$ cat src/hdl/lrukv_pkg.sv
// lrukv_pkg: shared widths, codes and defaults for the LRU key-value cache.
// No dependencies; used by the channel interfaces and the top level.
package lrukv_pkg;

	localparam int ENTRIES_DEF  = 16;
	localparam int KEY_BITS_DEF = 16;

	localparam int KEY_W  = 16;
	localparam int DATA_W = 32;
	localparam int CAP_W  = 5;

	localparam logic [CAP_W-1:0]  CAP_RESET = 5'd10;
	localparam logic [DATA_W-1:0] MISS_WORD = 32'hFFFF_FFFF;

	localparam logic CMD_GET = 1'b0;
	localparam logic CMD_PUT = 1'b1;

endpackage

$ cat src/hdl/lrukv_if.sv
// lrukv_req_if / lrukv_rsp_if: valid/ready channels for requests and results.
// Depends on lrukv_pkg for field widths.
interface lrukv_req_if;
	logic                              valid;
	logic                              ready;
	logic                              cmd;
	logic [lrukv_pkg::KEY_W-1:0]       key;
	logic signed [lrukv_pkg::DATA_W-1:0] value;

	modport source (output valid, output cmd, output key, output value, input ready);
	modport sink   (input valid, input cmd, input key, input value, output ready);
endinterface

interface lrukv_rsp_if;
	logic                              valid;
	logic                              ready;
	logic                              hit;
	logic signed [lrukv_pkg::DATA_W-1:0] read_value;

	modport source (output valid, output hit, output read_value, input ready);
	modport sink   (input valid, input hit, input read_value, output ready);
endinterface

$ cat src/hdl/lru_key_value_cache_unit.sv
// lru_key_value_cache_unit: fully associative key-value store, LRU replacement.
// Requests are accepted only in idle and handled one at a time: a scan sweep over all
// slots, the result, then an update sweep of ranks and the target slot (skipped on a get miss).
// Reset: asynchronous, active low; clears valid bits, fill count, capacity to 10.
// No clearing pass: slot memory is gated by flip-flop valid bits.
// Depends on lrukv_pkg and lrukv_if.
module lru_key_value_cache_unit #(
	parameter int ENTRIES  = lrukv_pkg::ENTRIES_DEF,
	parameter int KEY_BITS = lrukv_pkg::KEY_BITS_DEF
) (
	input  logic                          clk,
	input  logic                          arst_n,
	lrukv_req_if.sink                     req,
	lrukv_rsp_if.source                   rsp,
	input  logic                          cfg_we,
	input  logic [lrukv_pkg::CAP_W-1:0]   cfg_wdata
);

	localparam int IDXW   = (ENTRIES > 1) ? $clog2(ENTRIES) : 1;
	localparam int FILL_W = IDXW + 1;
	localparam int KW     = (KEY_BITS < lrukv_pkg::KEY_W) ? KEY_BITS : lrukv_pkg::KEY_W;
	localparam int CMP_W  = (FILL_W > lrukv_pkg::CAP_W) ? FILL_W : lrukv_pkg::CAP_W;
	localparam int DW     = lrukv_pkg::DATA_W;

	typedef struct packed {
		logic [KW-1:0]   key;
		logic [DW-1:0]   data;
		logic [IDXW-1:0] rank;
	} slot_t;

	typedef enum logic [3:0] {
		S_IDLE = 4'b0001,
		S_SCAN = 4'b0010,
		S_RESP = 4'b0100,
		S_UPD  = 4'b1000
	} state_t;

	state_t                        state_q;
	logic [FILL_W-1:0]             cnt_q;
	logic                          chk_vld_q;
	logic [IDXW-1:0]               chk_idx_q;
	logic [ENTRIES-1:0]            valid_q;
	logic [FILL_W-1:0]             fill_q;
	logic [lrukv_pkg::CAP_W-1:0]   cap_q;
	logic                          out_valid_q;

	logic                          cmd_q;
	logic [KW-1:0]                 key_q;
	logic [DW-1:0]                 val_q;

	logic                          found_q, free_q, wv_q;
	logic [IDXW-1:0]               fidx_q, freeidx_q, widx_q;
	logic [IDXW-1:0]               frank_q, wrank_q;
	logic [DW-1:0]                 fdata_q;

	logic [IDXW-1:0]               tgt_q, rref_q;
	logic                          ins_q, newkey_q;
	logic                          hit_q;
	logic [DW-1:0]                 rdval_q;

	slot_t                         mem [ENTRIES];
	slot_t                         rd_q;
	slot_t                         wr_ent;

	logic                          accept, rd_en, last, mem_we, rsp_free, ent_valid;
	logic [IDXW-1:0]               rd_addr;
	logic [lrukv_pkg::CAP_W-1:0]   cap_nz;
	logic                          room;
	logic [IDXW-1:0]               tgt_d, rref_d;
	logic [DW-1:0]                 rdval_d;

	assign accept    = req.valid && req.ready;
	assign req.ready = (state_q == S_IDLE);
	assign rsp.valid = out_valid_q;
	assign rsp.hit   = hit_q;
	assign rsp.read_value = rdval_q;
	assign rsp_free  = !out_valid_q || rsp.ready;

	assign rd_en   = (state_q == S_SCAN || state_q == S_UPD) && (cnt_q < FILL_W'(ENTRIES));
	assign rd_addr = cnt_q[IDXW-1:0];
	assign last    = chk_vld_q && (chk_idx_q == IDXW'(ENTRIES - 1));
	assign ent_valid = valid_q[chk_idx_q];

	// free slot only while below the effective capacity (zero acts as one)
	assign cap_nz = (cap_q == '0) ? lrukv_pkg::CAP_W'(1) : cap_q;
	assign room   = free_q && (CMP_W'(fill_q) < CMP_W'(cap_nz));

	always_comb begin
		tgt_d  = found_q ? fidx_q : (room ? freeidx_q : widx_q);
		rref_d = found_q ? frank_q : wrank_q;
		if (cmd_q == lrukv_pkg::CMD_GET) begin
			rdval_d = found_q ? fdata_q : lrukv_pkg::MISS_WORD;
		end else begin
			rdval_d = '0;
		end
	end

	// write-back of one slot during the update sweep
	always_comb begin
		wr_ent = rd_q;
		if (chk_idx_q == tgt_q) begin
			wr_ent.rank = '0;
			if (newkey_q) begin
				wr_ent.key = key_q;
			end
			if (cmd_q == lrukv_pkg::CMD_PUT) begin
				wr_ent.data = val_q;
			end
		end else if (ins_q || (rd_q.rank < rref_q)) begin
			wr_ent.rank = rd_q.rank + IDXW'(1);
		end
		mem_we = (state_q == S_UPD) && chk_vld_q && ((chk_idx_q == tgt_q) || ent_valid);
	end

	always_ff @(posedge clk) begin
		if (rd_en) begin
			rd_q <= mem[rd_addr];
		end
		if (mem_we) begin
			mem[chk_idx_q] <= wr_ent;
		end
	end

	always_ff @(posedge clk or negedge arst_n) begin
		if (!arst_n) begin
			state_q     <= S_IDLE;
			cnt_q       <= '0;
			chk_vld_q   <= 1'b0;
			valid_q     <= '0;
			fill_q      <= '0;
			cap_q       <= lrukv_pkg::CAP_RESET;
			out_valid_q <= 1'b0;
			found_q     <= 1'b0;
			free_q      <= 1'b0;
			wv_q        <= 1'b0;
		end else begin
			if (cfg_we) begin
				cap_q <= cfg_wdata;
			end
			if (state_q == S_RESP && rsp_free) begin
				out_valid_q <= 1'b1;
			end else if (rsp.valid && rsp.ready) begin
				out_valid_q <= 1'b0;
			end
			chk_vld_q <= rd_en;
			if (rd_en) begin
				cnt_q <= cnt_q + FILL_W'(1);
			end
			unique case (state_q)
				S_IDLE: begin
					if (accept) begin
						state_q <= S_SCAN;
						cnt_q   <= '0;
						found_q <= 1'b0;
						free_q  <= 1'b0;
						wv_q    <= 1'b0;
					end
				end
				S_SCAN: begin
					if (chk_vld_q) begin
						if (ent_valid && (rd_q.key == key_q) && !found_q) begin
							found_q <= 1'b1;
						end
						if (!ent_valid && !free_q) begin
							free_q <= 1'b1;
						end
						if (ent_valid) begin
							wv_q <= 1'b1;
						end
					end
					if (last) begin
						state_q <= S_RESP;
					end
				end
				S_RESP: begin
					if (rsp_free) begin
						cnt_q <= '0;
						if (cmd_q == lrukv_pkg::CMD_GET && !found_q) begin
							state_q <= S_IDLE;
						end else begin
							state_q <= S_UPD;
						end
						if (cmd_q == lrukv_pkg::CMD_PUT && !found_q && room) begin
							valid_q[freeidx_q] <= 1'b1;
							fill_q             <= fill_q + FILL_W'(1);
						end
					end
				end
				S_UPD: begin
					if (last) begin
						state_q <= S_IDLE;
					end
				end
				default: begin
					state_q <= S_IDLE;
				end
			endcase
		end
	end

	always_ff @(posedge clk) begin
		chk_idx_q <= rd_addr;
		if (accept) begin
			cmd_q <= req.cmd;
			key_q <= req.key[KW-1:0];
			val_q <= req.value;
		end
		if (state_q == S_SCAN && chk_vld_q) begin
			if (ent_valid && (rd_q.key == key_q) && !found_q) begin
				fidx_q  <= chk_idx_q;
				frank_q <= rd_q.rank;
				fdata_q <= rd_q.data;
			end
			if (!ent_valid && !free_q) begin
				freeidx_q <= chk_idx_q;
			end
			if (ent_valid && (!wv_q || (rd_q.rank > wrank_q))) begin
				widx_q  <= chk_idx_q;
				wrank_q <= rd_q.rank;
			end
		end
		if (state_q == S_RESP && rsp_free) begin
			hit_q    <= found_q;
			rdval_q  <= rdval_d;
			tgt_q    <= tgt_d;
			rref_q   <= rref_d;
			ins_q    <= !found_q && room;
			newkey_q <= !found_q;
		end
	end

`ifndef SYNTHESIS
	a_fill_bound: assert property (@(posedge clk) disable iff (!arst_n)
		fill_q <= FILL_W'(ENTRIES))
		else $error("fill count above entry count");

	a_fill_match: assert property (@(posedge clk) disable iff (!arst_n)
		$countones(valid_q) == int'(fill_q))
		else $error("fill count does not match valid bits");

	a_we_upd: assert property (@(posedge clk) disable iff (!arst_n)
		mem_we |-> (state_q == S_UPD))
		else $error("slot write outside update sweep");

	a_rsp_src: assert property (@(posedge clk) disable iff (!arst_n)
		$rose(out_valid_q) |-> ($past(state_q) == S_RESP))
		else $error("result raised outside response state");

	a_acc_scan: assert property (@(posedge clk) disable iff (!arst_n)
		accept |=> (state_q == S_SCAN))
		else $error("transfer not followed by scan");
`endif

endmodule
$ cat src/flat_wrapper.sv
// flat-port wrapper written by rule: the top's interface ports become plain ports
module lru_key_value_cache_unit_flat 
#(
	parameter int ENTRIES  = lrukv_pkg::ENTRIES_DEF,
	parameter int KEY_BITS = lrukv_pkg::KEY_BITS_DEF
)
  (clk, arst_n, cfg_we, cfg_wdata, req_valid, req_cmd, req_key, req_value, req_ready, rsp_valid, rsp_hit, rsp_read_value, rsp_ready);
  lrukv_req_if req_i ();
  lrukv_rsp_if rsp_i ();
  input  logic clk;
  input  logic arst_n;
  input  logic cfg_we;
  input  logic [lrukv_pkg::CAP_W-1:0] cfg_wdata;
  input wire logic [$bits(req_i.valid)-1:0] req_valid;
  input wire logic [$bits(req_i.cmd)-1:0] req_cmd;
  input wire logic [$bits(req_i.key)-1:0] req_key;
  input wire logic [$bits(req_i.value)-1:0] req_value;
  output wire logic [$bits(req_i.ready)-1:0] req_ready;
  output wire logic [$bits(rsp_i.valid)-1:0] rsp_valid;
  output wire logic [$bits(rsp_i.hit)-1:0] rsp_hit;
  output wire logic [$bits(rsp_i.read_value)-1:0] rsp_read_value;
  input wire logic [$bits(rsp_i.ready)-1:0] rsp_ready;
  assign req_i.valid = req_valid;
  assign req_i.cmd = req_cmd;
  assign req_i.key = req_key;
  assign req_i.value = req_value;
  assign req_ready = req_i.ready;
  assign rsp_valid = rsp_i.valid;
  assign rsp_hit = rsp_i.hit;
  assign rsp_read_value = rsp_i.read_value;
  assign rsp_i.ready = rsp_ready;
  lru_key_value_cache_unit #(.ENTRIES(ENTRIES), .KEY_BITS(KEY_BITS)) u_core (.clk(clk), .arst_n(arst_n), .req(req_i), .rsp(rsp_i), .cfg_we(cfg_we), .cfg_wdata(cfg_wdata));
endmodule
$ cat config.mk
export PLATFORM = sky130hd
export DESIGN_NAME = lru_key_value_cache_unit_flat
export DESIGN_NICKNAME = d
export VERILOG_FILES = /design/src/hdl/lrukv_pkg.sv /design/src/hdl/lrukv_if.sv /design/src/hdl/lru_key_value_cache_unit.sv /design/src/flat_wrapper.sv
export SDC_FILE = /design/constraint.sdc
export NUM_CORES = 1
export LEC_CHECK = 0
export ABC_CLOCK_PERIOD_IN_PS = 7580
export BUFFER_PORTS_ARGS = -buffer_cell sky130_fd_sc_hd__buf_4
export CAP_MARGIN = 20
export CORE_ASPECT_RATIO = 0.9
export CORE_MARGIN = 3
export CORE_UTILIZATION = 29
export CTS_CLUSTER_SIZE = 25
export DETAILED_ROUTE_END_ITERATION = 6
export PLACE_DENSITY = 0.45
export SLEW_MARGIN = 20
export SYNTH_ARGS = -nofsm -noshare
export SYNTH_HDL_FRONTEND = slang
export SYNTH_SLANG_ARGS = --single-unit
$ cat constraint.sdc
create_clock -name clk -period 7.58 [get_ports clk]
set_input_delay 1.516 -clock clk [delete_from_list [all_inputs] [get_ports clk]]
set_output_delay 1.516 -clock clk [all_outputs]
set_load 0.03 [all_outputs]
### Word-level counts from Yosys, hierarchy flattened

Memory sizes are Yosys's and may differ from the RTL's. A register that Yosys moved wholly into a read port is not among the register bits.
Cells that the tools add are included.

* add/subtract/negate cells: 3
* magnitude comparators: 7
* equality and inequality tests: 15
* muxes and demuxes: 38
* bitwise operators: 2
* reduce and logical (&&, ||, !) cells: 39

Operators by type and width (number)
* two-way mux 32 bit: 2
* two-way mux 48 bit: 1
* two-way mux 4 bit: 10
* two-way mux 5 bit: 4
* logical AND 1 bit: 18
* == test 16 bit: 1
* two-way mux 16 bit: 1
* OR 16 bit: 1
* one-hot mux 4 bit (4 select lines): 1
* AND reduction 4 bit: 4
* two-way mux 1 bit: 13
* adder 5 x 1 -> 5 bit, second input constant: 2
* < comparator 4 x 5 -> 1 bit, second input constant: 2
* inequality test 2 x 1 -> 1 bit, second input constant: 5
* one-hot mux 5 bit (2 select lines): 1
* == test 4 bit, second input constant: 2
* inequality test 2 bit, second input constant: 3
* one-hot mux 1 bit (2 select lines): 3
* AND reduction 2 bit: 3
* logical NOT 1 bit: 5
* logical NOT 5 bit: 1
* logical OR 1 bit: 5
* < comparator 5 bit: 1
* < comparator 5 bit, second input constant: 1
* other kinds (13): 14

* bits in registers: 188
* memory bits (writable): 832
* input port bits: 59
* logic and storage cells: 131
* memories: 1

Memories
* u_core.mem: words 16, bits a word 52, rd ports 1, clocked after Yosys merged registers in 1, write ports 1, line lru_key_value_cache_unit.sv:61 `slot_t mem [ENTRIES];`

### Depth between registers and ports, before layout

Gate-level depths: netlist of run 1.

* word-level depth: 7
* mapped depth: 8

### Worst setup path after synthesis of run 1

No wires, ideal clock.

* path kind: reg-to-reg
* from: reg u_core.state_q[1]
* to: reg u_core.cnt_q[3]
* library setup time: 0.073 ns
* arrival: 6.835 ns
* required time: 7.507 ns
* path slack: 0.672 ns
* cell stages (with the launch flop): 7
* buffers on the path: 1
* cells stage by stage: dfrtp_1 -> buf_2 -> xnor2_1 -> nor4_1 -> nand4_1 -> xor2_1 -> nor2_1

* word-level cells in the longest chain between the ends: 6

RTL lines
* start: declaration: line lru_key_value_cache_unit.sv:38 `state_t state_q;`
* start signal: assignment: line lru_key_value_cache_unit.sv:126 `state_q <= S_IDLE;`
* start signal: assignment: line lru_key_value_cache_unit.sv:152 `state_q <= S_SCAN;`
* start signal: assignment: line lru_key_value_cache_unit.sv:172 `state_q <= S_RESP;`
* == test 4 x 2 -> 1 bit / == test 4 bit (equally long branches): line lru_key_value_cache_unit.sv:79 `assign rd_en = (state_q == S_SCAN || state_q == S_UPD) && (cnt_q < FILL_W'(ENTRIES));`
* logical OR 1 bit (*): line lru_key_value_cache_unit.sv:79
* logical AND 1 bit (*): line lru_key_value_cache_unit.sv:79
* named net u_core.rd_en: line lru_key_value_cache_unit.sv:65 `logic accept, rd_en, last, mem_we, rsp_free, ent_valid;`
* two-way mux 5 bit (*): line lru_key_value_cache_unit.sv:146 `if (rd_en) begin`
* two-way mux 5 bit (on tied branches): line lru_key_value_cache_unit.sv:176, lru_key_value_cache_unit.sv:151
* one-hot mux 5 bit (2 select lines) (*): line lru_key_value_cache_unit.sv:149 `unique case (state_q)`
* end signal: assignment: line lru_key_value_cache_unit.sv:147 `cnt_q <= cnt_q + FILL_W'(1);`
* end: declaration: line lru_key_value_cache_unit.sv:39 `logic [FILL_W-1:0] cnt_q;`

The timed path passes the listed nets; every way through them passes the cells marked *.
A chain may end at the register's enable or synchronous reset.

### Worst setup path in the final report of run 1

* from: reg u_core.chk_idx_q[3]
* to: mem u_core.mem[3][36] (netlist name), enable pin

* word-level cells in the longest chain between the ends: 6

RTL lines
* start: declaration: line lru_key_value_cache_unit.sv:41 `logic [IDXW-1:0] chk_idx_q;`
* start signal: assignment: line lru_key_value_cache_unit.sv:202 `chk_idx_q <= rd_addr;`
* binary-select mux 1 bit (select 4 bit): line lru_key_value_cache_unit.sv:82 `assign ent_valid = valid_q[chk_idx_q];`
* two-way mux 1 bit (implied by the code): line lru_key_value_cache_unit.sv:82
* logical OR 1 bit: line lru_key_value_cache_unit.sv:112 `mem_we = (state_q == S_UPD) && chk_vld_q && ((chk_idx_q == tgt_q) || ent_valid);`
* logical AND 1 bit: line lru_key_value_cache_unit.sv:112
* two-way mux 1 bit: line lru_key_value_cache_unit.sv:119 `if (mem_we) begin`
* two-way mux 1 bit (implied by the code): line lru_key_value_cache_unit.sv:120 `mem[chk_idx_q] <= wr_ent;`
* end: declaration: line lru_key_value_cache_unit.sv:61

Several ways; a longest one is shown, not always the timed one. The select of a mux whose other input is x is not followed.

==> flow_summary.json, run 1 <==
{
  "cts-buffers-inserted": 112,
  "cts-resized-gates": 0,
  "setup_tns_ns": 0,
  "first_global_vias": 19800,
  "gp_congestion": 0.741,
  "htree_levels": 3,
  "coreArea_um2": 138000,
  "synthCells": 1783,
  "synthesis.area_um2": 40800,
  "p_int_w": 0.0115,
  "cts_setup_buffers": 0,
  "grt_max_degree": 141,
  "p_leak_nw": 14.8,
  "wl_per_cell_um": 25.8,
  "yosysUniqueCellTypes": 61,
  "clock_path_buffers": 3,
  "status": "completed",
  "cts_sinks": 1072,
  "finClkSkew_ns": 0.0435,
  "critPathCaptureType": "register",
  "fill_cells": 12900,
  "pin_count": 94,
  "start_util": 0.294,
  "drv_slew": 0,
  "grt_usage": 0.137,
  "slowest_delay_ns": 0.81,
  "rows": 129,
  "synth-edff-count": 1028,
  "worstMarginPinSlew_ns": 1.05,
  "finalCritPeriodShare": 0.540,
  "clkSlewWorstSetupHoldPaths_ns": 0.06,
  "drt-initial-drc-count": 1665,
  "min_period_ns": 4.09,
  "port_buffers": 93,
  "antenna_found_initial": 3,
  "hp-class": "reg2reg",
  "die_y_um": 362,
  "drive_gt1_frac": 0.323,
  "syn_nets": 1856,
  "crit_fanout": 36,
  "num_vias": 18500,
  "grt-ovfl-total": 0,
  "avgSynthCellArea_um2": 22.9,
  "hpwlAfterDp_um": 51500,
  "pwr_density_cell_nw_per_um2": 328,
  "power_frac_comb": 0.175,
  "power.switching_w": 0.00409,
  "cts_tree": "yes",
  "ant_nets": 0,
  "antenna_cells": 0,
  "synth_seq_area_share": 0.784,
  "cts-root-buf": "clkbuf_16",
  "switching_share": 0.262,
  "crit_family": "compound AO/OA/AOI/OAI gates",
  "post-route-drc-count": 0,
  "ys_warn_count": 0,
  "async_flop_share": 0.0373,
  "slowest_stage": "dfxtp_1",
  "final_util": 0.343,
  "crit_path_start_kind": "register",
  "max_freq_ghz": 0.244,
  "die_w_um": 401,
  "routed_wl_um": 99800,
  "rrSetupSlack_ns": 3.49,
  "fin_nets": 2020,
  "area_growth_syn_to_layout_pct": 16.4,
  "worst_ep_arrival_time_ns": 4.40,
  "hold_buffers": 0,
  "vias_per_cell": 4.78,
  "die-area_um2": 145000,
  "required_ns": 7.89,
  "clk_latency_ns": 0.72,
  "max_cap_violations": 0,
  "synth_flop_cell": "edfxtp_1",
  "cp_cell_sequence": "mux2i_1, a22oi_1, o221ai_1, a2111oi_2, nor2b_4, buf_4",
  "p_seq_frac": 0.480,
  "rsz0062_at_grt": "no",
  "timing.slew.headroom": 0.298,
  "power.share.clock": 0.345,
  "crit_type": "reg2reg",
  "ys_ff_latch": 1072,
  "setup_viol": 0,
  "cp.buffers_inverters": 1,
  "drt-pass1-iter-count": 5,
  "vdd_ir_drop_max_v": 0.000336,
  "grt_pass1_wl_um": 144000,
  "finalHoldViolations": 0
}
==> sequential cells by signal (all words and copies together), names as in the netlist, 4 cells and up <==
| register | count |
|---|---|
| u_core.mem | 832 |
| u_core.frank_q | 4 |
| u_core.fidx_q | 4 |
| u_core.fdata_q | 32 |
| u_core.key_q | 16 |
| u_core.cap_q | 5 |
| u_core.rref_q | 4 |
| u_core.freeidx_q | 4 |
| u_core.fill_q | 5 |
| u_core.state_q | 4 |
| u_core.chk_idx_q | 4 |
| u_core.widx_q | 4 |
| u_core.rd_q | 52 |
| u_core.val_q | 32 |
| u_core.valid_q | 16 |
| u_core.cnt_q | 5 |
| u_core.rsp.read_value | 32 |
| u_core.wrank_q | 4 |
| u_core.tgt_q | 4 |
==> routing by layer <==
layer	wire, um	vias to the layer above	GRT usage
li1	-	7785	-
met1	45200	10200	0.190
met2	48500	431	0.226
met3	4080	131	0.0233
met4	2030	0	0.0331
met5	0	-	0
==> final cells by class <==
type	instances	area (um^2)	area share
multi-input cells	578	8380	0.177
inverters	51	193	0.00406
clock inverters	69	644	0.0136
well taps	1834	2290	0.0484
flip-flops and latches	1072	32000	0.674
repair buffers	132	1040	0.0219
clock buffers	132	2920	0.0615
==> cell families (layout without fill, tap and decap cells) <==
logic type | Yosys count | in the layout | synth area share
and+or+nand+nor | 111 | 111 | 0.0142
buffers and inverters | 133 | 384 | 0.0138
DFF | 1072 | 1072 | 0.784
AOI/OAI and AO/OA | 98 | 98 | 0.0159
adders and majority gates | 14 | 14 | 0.00430
muxes | 327 | 327 | 0.162
xor gates and xnor gates | 28 | 28 | 0.00602
==> stage by stage <==
stage	hold slack [ns]	cell area (um^2)	std cells	power [W]	setup WS, ns
2_1_floorplan	0.342	40800	1783	0.00944	0.672
3_5_place_dp	0.431	43900	3667	0.0104	3.36
5_1_grt	0.456	47400	3868	0.0163	3.25
3_3_place_gp	0.428	43900	3667	0.0104	3.36
6_report	0.444	47400	3868	0.0156	3.49
4_1_cts	0.447	47400	3868	0.0158	3.37
==> layout by cell type, fill, tap and decap left out, types with 5 or more instances in the layout <==
cell | Yosys | routed
nor2_1 | 30 | 21
nand2_1 | 18 | 17
nand3_1 | 6 | 6
nand4_1 | 7 | 7
a31o_2 | 9 | 9
mux2i_1 | 11 | 9
mux4_2 | 260 | 260
bufinv_16 | 0 | 10
dfrtp_1 | 37 | 32
inv_6 | 0 | 6
mux2_2 | 56 | 56
ha_1 | 14 | 14
nor2b_1 | 13 | 11
nand2b_1 | 7 | 7
a21oi_1 | 42 | 41
nor3_1 | 12 | 9
clkinv_1 | 1 | 23
nor2_4 | 1 | 10
a21o_1 | 5 | 5
xor2_1 | 19 | 19
clkbuf_1 | 39 | 17
o21ai_0 | 13 | 13
inv_1 | 50 | 49
clkbuf_16 | 0 | 113
edfxtp_1 | 1028 | 1028
xnor2_1 | 9 | 9
buf_4 | 3 | 128
clkinv_2 | 0 | 24
==> Yosys cell counts (all sizes together) (2+ instances only) <==
cell type / n / share of area
edfxtp: 1028 / 0.76
mux4: 260 / 0.14
mux2: 56 / 0.015
inv: 50 / 0.0046
buf: 43 / 0.0055
a21oi: 42 / 0.0052
clkbuf: 39 / 0.0036
dfrtp: 37 / 0.023
nor2: 31 / 0.0030
xor2: 19 / 0.0041
nand2: 18 / 0.0017
o21ai: 15 / 0.0018
ha: 14 / 0.0043
nor2b: 13 / 0.0020
nor3: 12 / 0.0015
mux2i: 11 / 0.0027
a31o: 10 / 0.0021
xnor2: 9 / 0.0019
nand2b: 7 / 0.0011
nand4: 7 / 0.0011
nand3: 6 / 0.00074
a21o: 5 / 0.00092
nor4: 5 / 0.00077
dfxtp: 4 / 0.0020
a211o: 3 / 0.00064
a22oi: 3 / 0.00055
a41o: 3 / 0.00074
dfstp: 3 / 0.0019
o21a: 3 / 0.00055
and2: 2 / 0.00031
and3: 2 / 0.00043
or4b: 2 / 0.00058
==> power by group through the flow <==
stage | logic, W | clock network (W) | registers, W
floorplan | 0.00194 | 0 | 0.00749
global placement | 0.00275 | 0 | 0.00761
detailed placement | 0.00279 | 0 | 0.00761
CTS | 0.00280 | 0.00554 | 0.00749
global route | 0.00298 | 0.00576 | 0.00751
finish | 0.00273 | 0.00537 | 0.00747
==> worst paths after layout <==
| check | startpoint | endpoint | cells after the start |
|---|---|---|---|
| setup / recovery | u_core.chk_idx_q[3] | u_core.mem[3][36] | 6 |
| hold / removal | u_core.rd_q[14] | u_core.fdata_q[10] | 0 |
| setup reg to reg | u_core.chk_idx_q[3] | u_core.mem[3][36] | 6 |
| hold reg to reg | u_core.rd_q[14] | u_core.fdata_q[10] | 0 |
| max in group asynchronous | arst_n | u_core.cnt_q[2] | 1 |
| min in group asynchronous | arst_n | u_core.cnt_q[3] | 1 |
(Power assumes the default switching activity.)
==> run 2, diff against run 1 <==
ABC_CLOCK_PERIOD_IN_PS = 3350   (was 7580)
PLACE_DENSITY = 0.47   (was 0.45)
clock period = 3.35 ns   (was 7.58 ns; I/O delays follow)
==> run 2 against run 1 <==
Setup slack lost 3.2 ns. Cell count grew 1.1%. Final area grew 1.4%. Count of clock-buffer cells in the layout grew 6. Die area is the same. Total power grew 130%. Critical path type unchanged. Critical endpoint is now u_core.mem[10][34].
==> flow_summary.json, run 2 (synthesis results as in run 1) <==
{
  "cts-root-buf": "clkbuf_16",
  "area_growth_syn_to_layout_pct": 18.0,
  "pin_count": 94,
  "grt_max_degree": 62,
  "routed_wl_um": 97000,
  "worst_ep_arrival_time_ns": 3.50,
  "start_util": 0.294,
  "critPathCaptureType": "register",
  "clock_path_buffers": 3,
  "crit_path_start_kind": "register",
  "max_freq_ghz": 0.323,
  "gp_congestion": 0.762,
  "reg_top3": "u_core.mem: 832 flops, u_core.rd_q: 52 flops",
  "cts_setup_buffers": 0,
  "wl_per_cell_um": 24.8,
  "status": "completed",
  "first_global_vias": 19700,
  "cts_sinks": 1072,
  "fin_nets": 2057,
  "register_area_um2": 32000,
  "finClkSkew_ns": 0.0405,
  "min_period_ns": 3.10,
  "hold_ws_ns": 0.137,
  "die_w_um": 401,
  "die-area_um2": 145000,
  "cts_tree": "yes",
  "clk_latency_ns": 0.71,
  "final_common_cell": "edfxtp_1",
  "port_buffers": 93,
  "grt_usage": 0.133,
  "timing.slew.headroom": 0.339,
  "htree_levels": 3,
  "grt_pass1_wl_um": 141000,
  "hp-class": "in2reg",
  "drive_gt1_frac": 0.329,
  "clkSlewWorstSetupHoldPaths_ns": 0.06,
  "multi_input_area_um2": 8400,
  "finalCritPeriodShare": 0.925,
  "setup_viol": 0,
  "cts-buffers-inserted": 112,
  "rows": 129,
  "drt-initial-drc-count": 1649,
  "worstMarginPinSlew_ns": 0.992,
  "hpwlAfterDp_um": 53800,
  "ant_nets": 0,
  "crit_type": "reg2reg",
  "die_y_um": 362,
  "crit_fanout": 18,
  "slowest_delay_ns": 0.78,
  "rsz0062_at_grt": "no",
  "dp_slack_ns": -0.0223,
  "most-common-layout-cells": "edfxtp_1, mux4_2, buf_4",
  "antenna_found_initial": 0,
  "largest_register_ffs": 832,
  "max_cap_violations": 0,
  "coreArea_um2": 138000,
  "antenna_cells": 0,
  "fill_cells": 12800,
  "vias_per_cell": 4.76,
  "drv_slew": 0,
  "post-route-drc-count": 0,
  "drt-pass1-iter-count": 5,
  "regMostFlops": "u_core.mem",
  "pwr_density_cell_nw_per_um2": 733,
  "p_leak_nw": 15.1,
  "num_vias": 18600,
  "vdd_ir_drop_max_v": 0.000409,
  "grt-ovfl-total": 0,
  "finalHoldViolations": 0,
  "layout_setup_ws_ns": 0.251,
  "required_ns": 3.75,
  "cp_cell_sequence": "mux2i_1, a22oi_1, o221ai_1, a211o_1, nor2_4, buf_12",
  "slowest_stage": "dfxtp_1"
}
[run 2: changes by cell type in the layout (fill, tap and decap cells not counted), sizes merged]
cell | before | now
dlygate4sd3 | 0 | 1
buf | 132 | 168
bufinv | 10 | 8
clkbuf | 132 | 138
clkinv | 51 | 55
inv | 55 | 54
[run 2: power by group]
group	internal (W)	switching (W)
sequential	0.0164	0.000565
combinational	0.00279	0.00355
clock	0.00689	0.00509
total	0.0261	0.00921
[run 2: metrics by stage]
| stage | total power, W | TNS [ns] | instances | utilization | area [um^2] |
|---|---|---|---|---|---|
| floorplan | 0.0214 | -291.06 | 1783 | - | 40800 |
| global placement | 0.0236 | -0.505 | 3703 | 0.322 | 44500 |
| detailed placement | 0.0237 | -0.455 | 3703 | 0.322 | 44500 |
| CTS | 0.0358 | 0 | 3912 | 0.347 | 48100 |
| global route | 0.0368 | 0 | 3912 | 0.347 | 48100 |
| finish | 0.0353 | 0 | 3912 | 0.347 | 48100 |
[run 2: critical path: cells and delay by family, from the launching register on]
family,cells,cell delay (ns)
multiplexers,1,0.19
buffers and inverters,1,0.27
AND/OR/NAND/NOR,1,0.52
AO/OA/AOI/OAI,3,1.03
flip-flops,1,0.78
[run 2: metal layers]
layer  up-vias  share of wire  track usage
met5         -              0            0
met1     10200           0.46        0.190
met3       118          0.038       0.0221
met4         0          0.018       0.0322
li1       7872              -            -
met2       428           0.48        0.215
[run 2: cell type report]
type	instances	share of cell area
Sequential cell	1072	0.665
Multi-Input combinational cell	578	0.175
Clock buffer	138	0.0616
Tap cell	1834	0.0477
Timing Repair Buffer	169	0.0353
Clock inverter	70	0.0122
Inverter	51	0.00401
[run 2: repair_timing]
action / CTS / global route
setup endpoints to repair: 40 / 0
hold endpoints to repair: 37 / 0
hold buffers: 1 / 0
gates resized for setup: 1 / 0
[run 2: path summary, 6_finish.rpt]
path | to | slack, ns | startpoint | cells past startpoint
setup / recovery | u_core.mem[10][34] | 0.25 | u_core.chk_idx_q[3] | 6
setup reg to reg | u_core.mem[10][34] | 0.25 | u_core.chk_idx_q[3] | 6
max in group asynchronous | u_core.cnt_q[1] | 2.43 | arst_n | 2
hold reg to reg | u_core.fdata_q[26] | 0.45 | u_core.rd_q[30] | 0
hold / removal | u_core.val_q[20] | 0.14 | req_value[20] | 1
min in group asynchronous | u_core.rsp.valid | 0.52 | arst_n | 2
==> run 3, diff against run 2 <==
ABC_CLOCK_PERIOD_IN_PS = not set   (was 3350)
CORE_MARGIN = 1.5   (was 3)
CTS_CLUSTER_DIAMETER = 80   (was not set)
==> run 3 against run 2 <==
Cell count is 2.7% lower. First-iteration DRC count is 6.3% higher. Total power is 11% lower. Final area is 3.3% lower.
==> flow_summary.json, run 3 (synthesis results as in run 1) <==
{
  "status": "completed",
  "drt-initial-drc-count": 1753,
  "final_common_cell": "edfxtp_1",
  "reg2reg_depth": 6,
  "finalInstanceArea_um2": 46500,
  "met1_length_um": 45400,
  "timing.slew.headroom": 0.265,
  "slowest_stage": "nor4_1",
  "top_layer": "met4",
  "most-common-layout-cells": "edfxtp_1, mux4_2, buf_4",
  "cp.buffers_inverters": 2,
  "finalHoldViolations": 0,
  "final_util": 0.333,
  "hp-class": "in2reg",
  "worstMarginPinSlew_ns": 1.09,
  "die_y_um": 359,
  "cts_setup_buffers": 0,
  "r2r_start": "u_core.key_q[15]",
  "drv_slew": 0,
  "vias_per_cell": 4.74,
  "setup_viol": 0,
  "num_vias": 18000,
  "htree_levels": 2,
  "dp_cells": 3717,
  "pwr_density_cell_nw_per_um2": 674,
  "max_freq_ghz": 0.315,
  "fin_nets": 2002,
  "p_leak_nw": 14.3,
  "met3_length_um": 4140,
  "rsz0062_at_grt": "no",
  "critPathCaptureType": "register",
  "drt-pass1-iter-count": 5,
  "pin_count": 94,
  "cts_tree": "yes",
  "ant_nets": 0,
  "cp_cell_sequence": "xor2_1, nor4_1, nand4_1, buf_4, nor4b_4, buf_12",
  "drive_gt1_frac": 0.314,
  "routed_wl_um": 96100,
  "routed-wl-met2_um": 45200,
  "timing.critical_path.to": "u_core.fdata_q[11]",
  "startpoint": "u_core.key_q[15]",
  "finalCritPeriodShare": 0.948,
  "cts-buffers-inserted": 57,
  "clk_latency_ns": 0.68,
  "fill_cells": 13100,
  "grt-ovfl-total": 0,
  "antenna_found_initial": 4,
  "area_growth_syn_to_layout_pct": 14.1,
  "crit_type": "reg2reg",
  "port_buffers": 93,
  "max_cap_violations": 0,
  "reg_top3": "u_core.mem: 832 flops, u_core.rd_q: 52 flops",
  "cts_sinks": 1072,
  "wl_per_cell_um": 25.2,
  "clkSlewWorstSetupHoldPaths_ns": 0.10,
  "start_util": 0.292,
  "crit_family": "simple AND/OR/NAND/NOR gates",
  "grt_pass1_wl_um": 139000,
  "worst_ep_arrival_time_ns": 3.52,
  "grt_usage": 0.134,
  "rrSetupSlack_ns": 0.18,
  "dp_slack_ns": 0.202,
  "post-route-drc-count": 0,
  "dpl_cell_area_um2": 44600,
  "slowest_delay_ns": 0.93,
  "die_w_um": 398,
  "worst-path-stages": 6,
  "layout_setup_ws_ns": 0.176,
  "required_ns": 3.70,
  "crit_path_start_kind": "register",
  "cts-root-buf": "clkbuf_16",
  "antenna_cells": 0,
  "first_global_vias": 19300,
  "coreArea_um2": 140000,
  "hpwlAfterDp_um": 54300,
  "clock_path_buffers": 3,
  "vdd_ir_drop_max_v": 0.000432,
  "min_period_ns": 3.17,
  "regMostFlops": "u_core.mem",
  "gp_congestion": 0.754,
  "r2r_end": "u_core.fdata_q[11]",
  "grt_max_degree": 58,
  "rows": 130,
  "largest_register_ffs": 832,
  "finClkSkew_ns": 0.0325,
  "crit_fanout": 39,
  "die-area_um2": 143000,
  "final_cells": 3808
}
-- run 3: worst min path at each step --
stage | cells past startpoint | endpoint | from | slack [ns]
after floorplan | 0 | u_core.chk_idx_q[3] | u_core.cnt_q[3] | 0.34
after global placement | 0 | u_core.fdata_q[11] | u_core.rd_q[15] | 0.44
after detailed placement | 0 | u_core.fdata_q[11] | u_core.rd_q[15] | 0.43
after CTS | 1 | u_core.val_q[4] | req_value[4] | 0.09
after global routing | 1 | u_core.val_q[4] | req_value[4] | 0.11
final | 1 | u_core.val_q[11] | req_value[11] | 0.15
-- run 3: worst reg2reg max path, cell delays in order (launching register included) --
cell	delay, ns
edfxtp_1	0.46
xor2_1	0.19
nor4_1	0.93
nand4_1	0.31
buf_4	0.26
nor4b_4	0.30
buf_12	0.35
-- run 3: timing repair --
item,4_1_cts,5_1_grt
hold buffers,1,0
resized for setup,0,1
endpoints found under the hold margin,37,0
setup endpoints to repair,0,28
-- run 3: final cells by class --
class | instances | area [um^2] | area share
inverters | 51 | 191 | 0.00412
well taps | 1848 | 2310 | 0.0497
repair buffers | 169 | 1780 | 0.0384
clock buffers | 67 | 1560 | 0.0335
clock inverters | 23 | 295 | 0.00635
multi-input cells | 578 | 8400 | 0.181
flip-flops and latches | 1072 | 32000 | 0.687
-- run 3: per-stage QoR --
step,power (W),setup TNS [ns],hold slack [ns]
after global placement,0.0237,0,0.437
final,0.0314,0,0.152
after detailed placement,0.0238,0,0.435
after floorplan,0.0214,-291.06,0.342
after CTS,0.0319,0,0.0904
after global routing,0.0327,0,0.112
-- run 3: power breakdown --
group | internal (W) | switching [W]
logic | 0.00287 | 0.00352
clock network | 0.00353 | 0.00447
registers | 0.0164 | 0.000617
-- run 3: per-layer routing --
| metal | track usage | vias up |
|---|---|---|
| met2 | 0.213 | 325 |
| met5 | 0 | - |
| met3 | 0.0196 | 74 |
| met1 | 0.197 | 9967 |
| met4 | 0.0282 | 0 |
| li1 | - | 7678 |
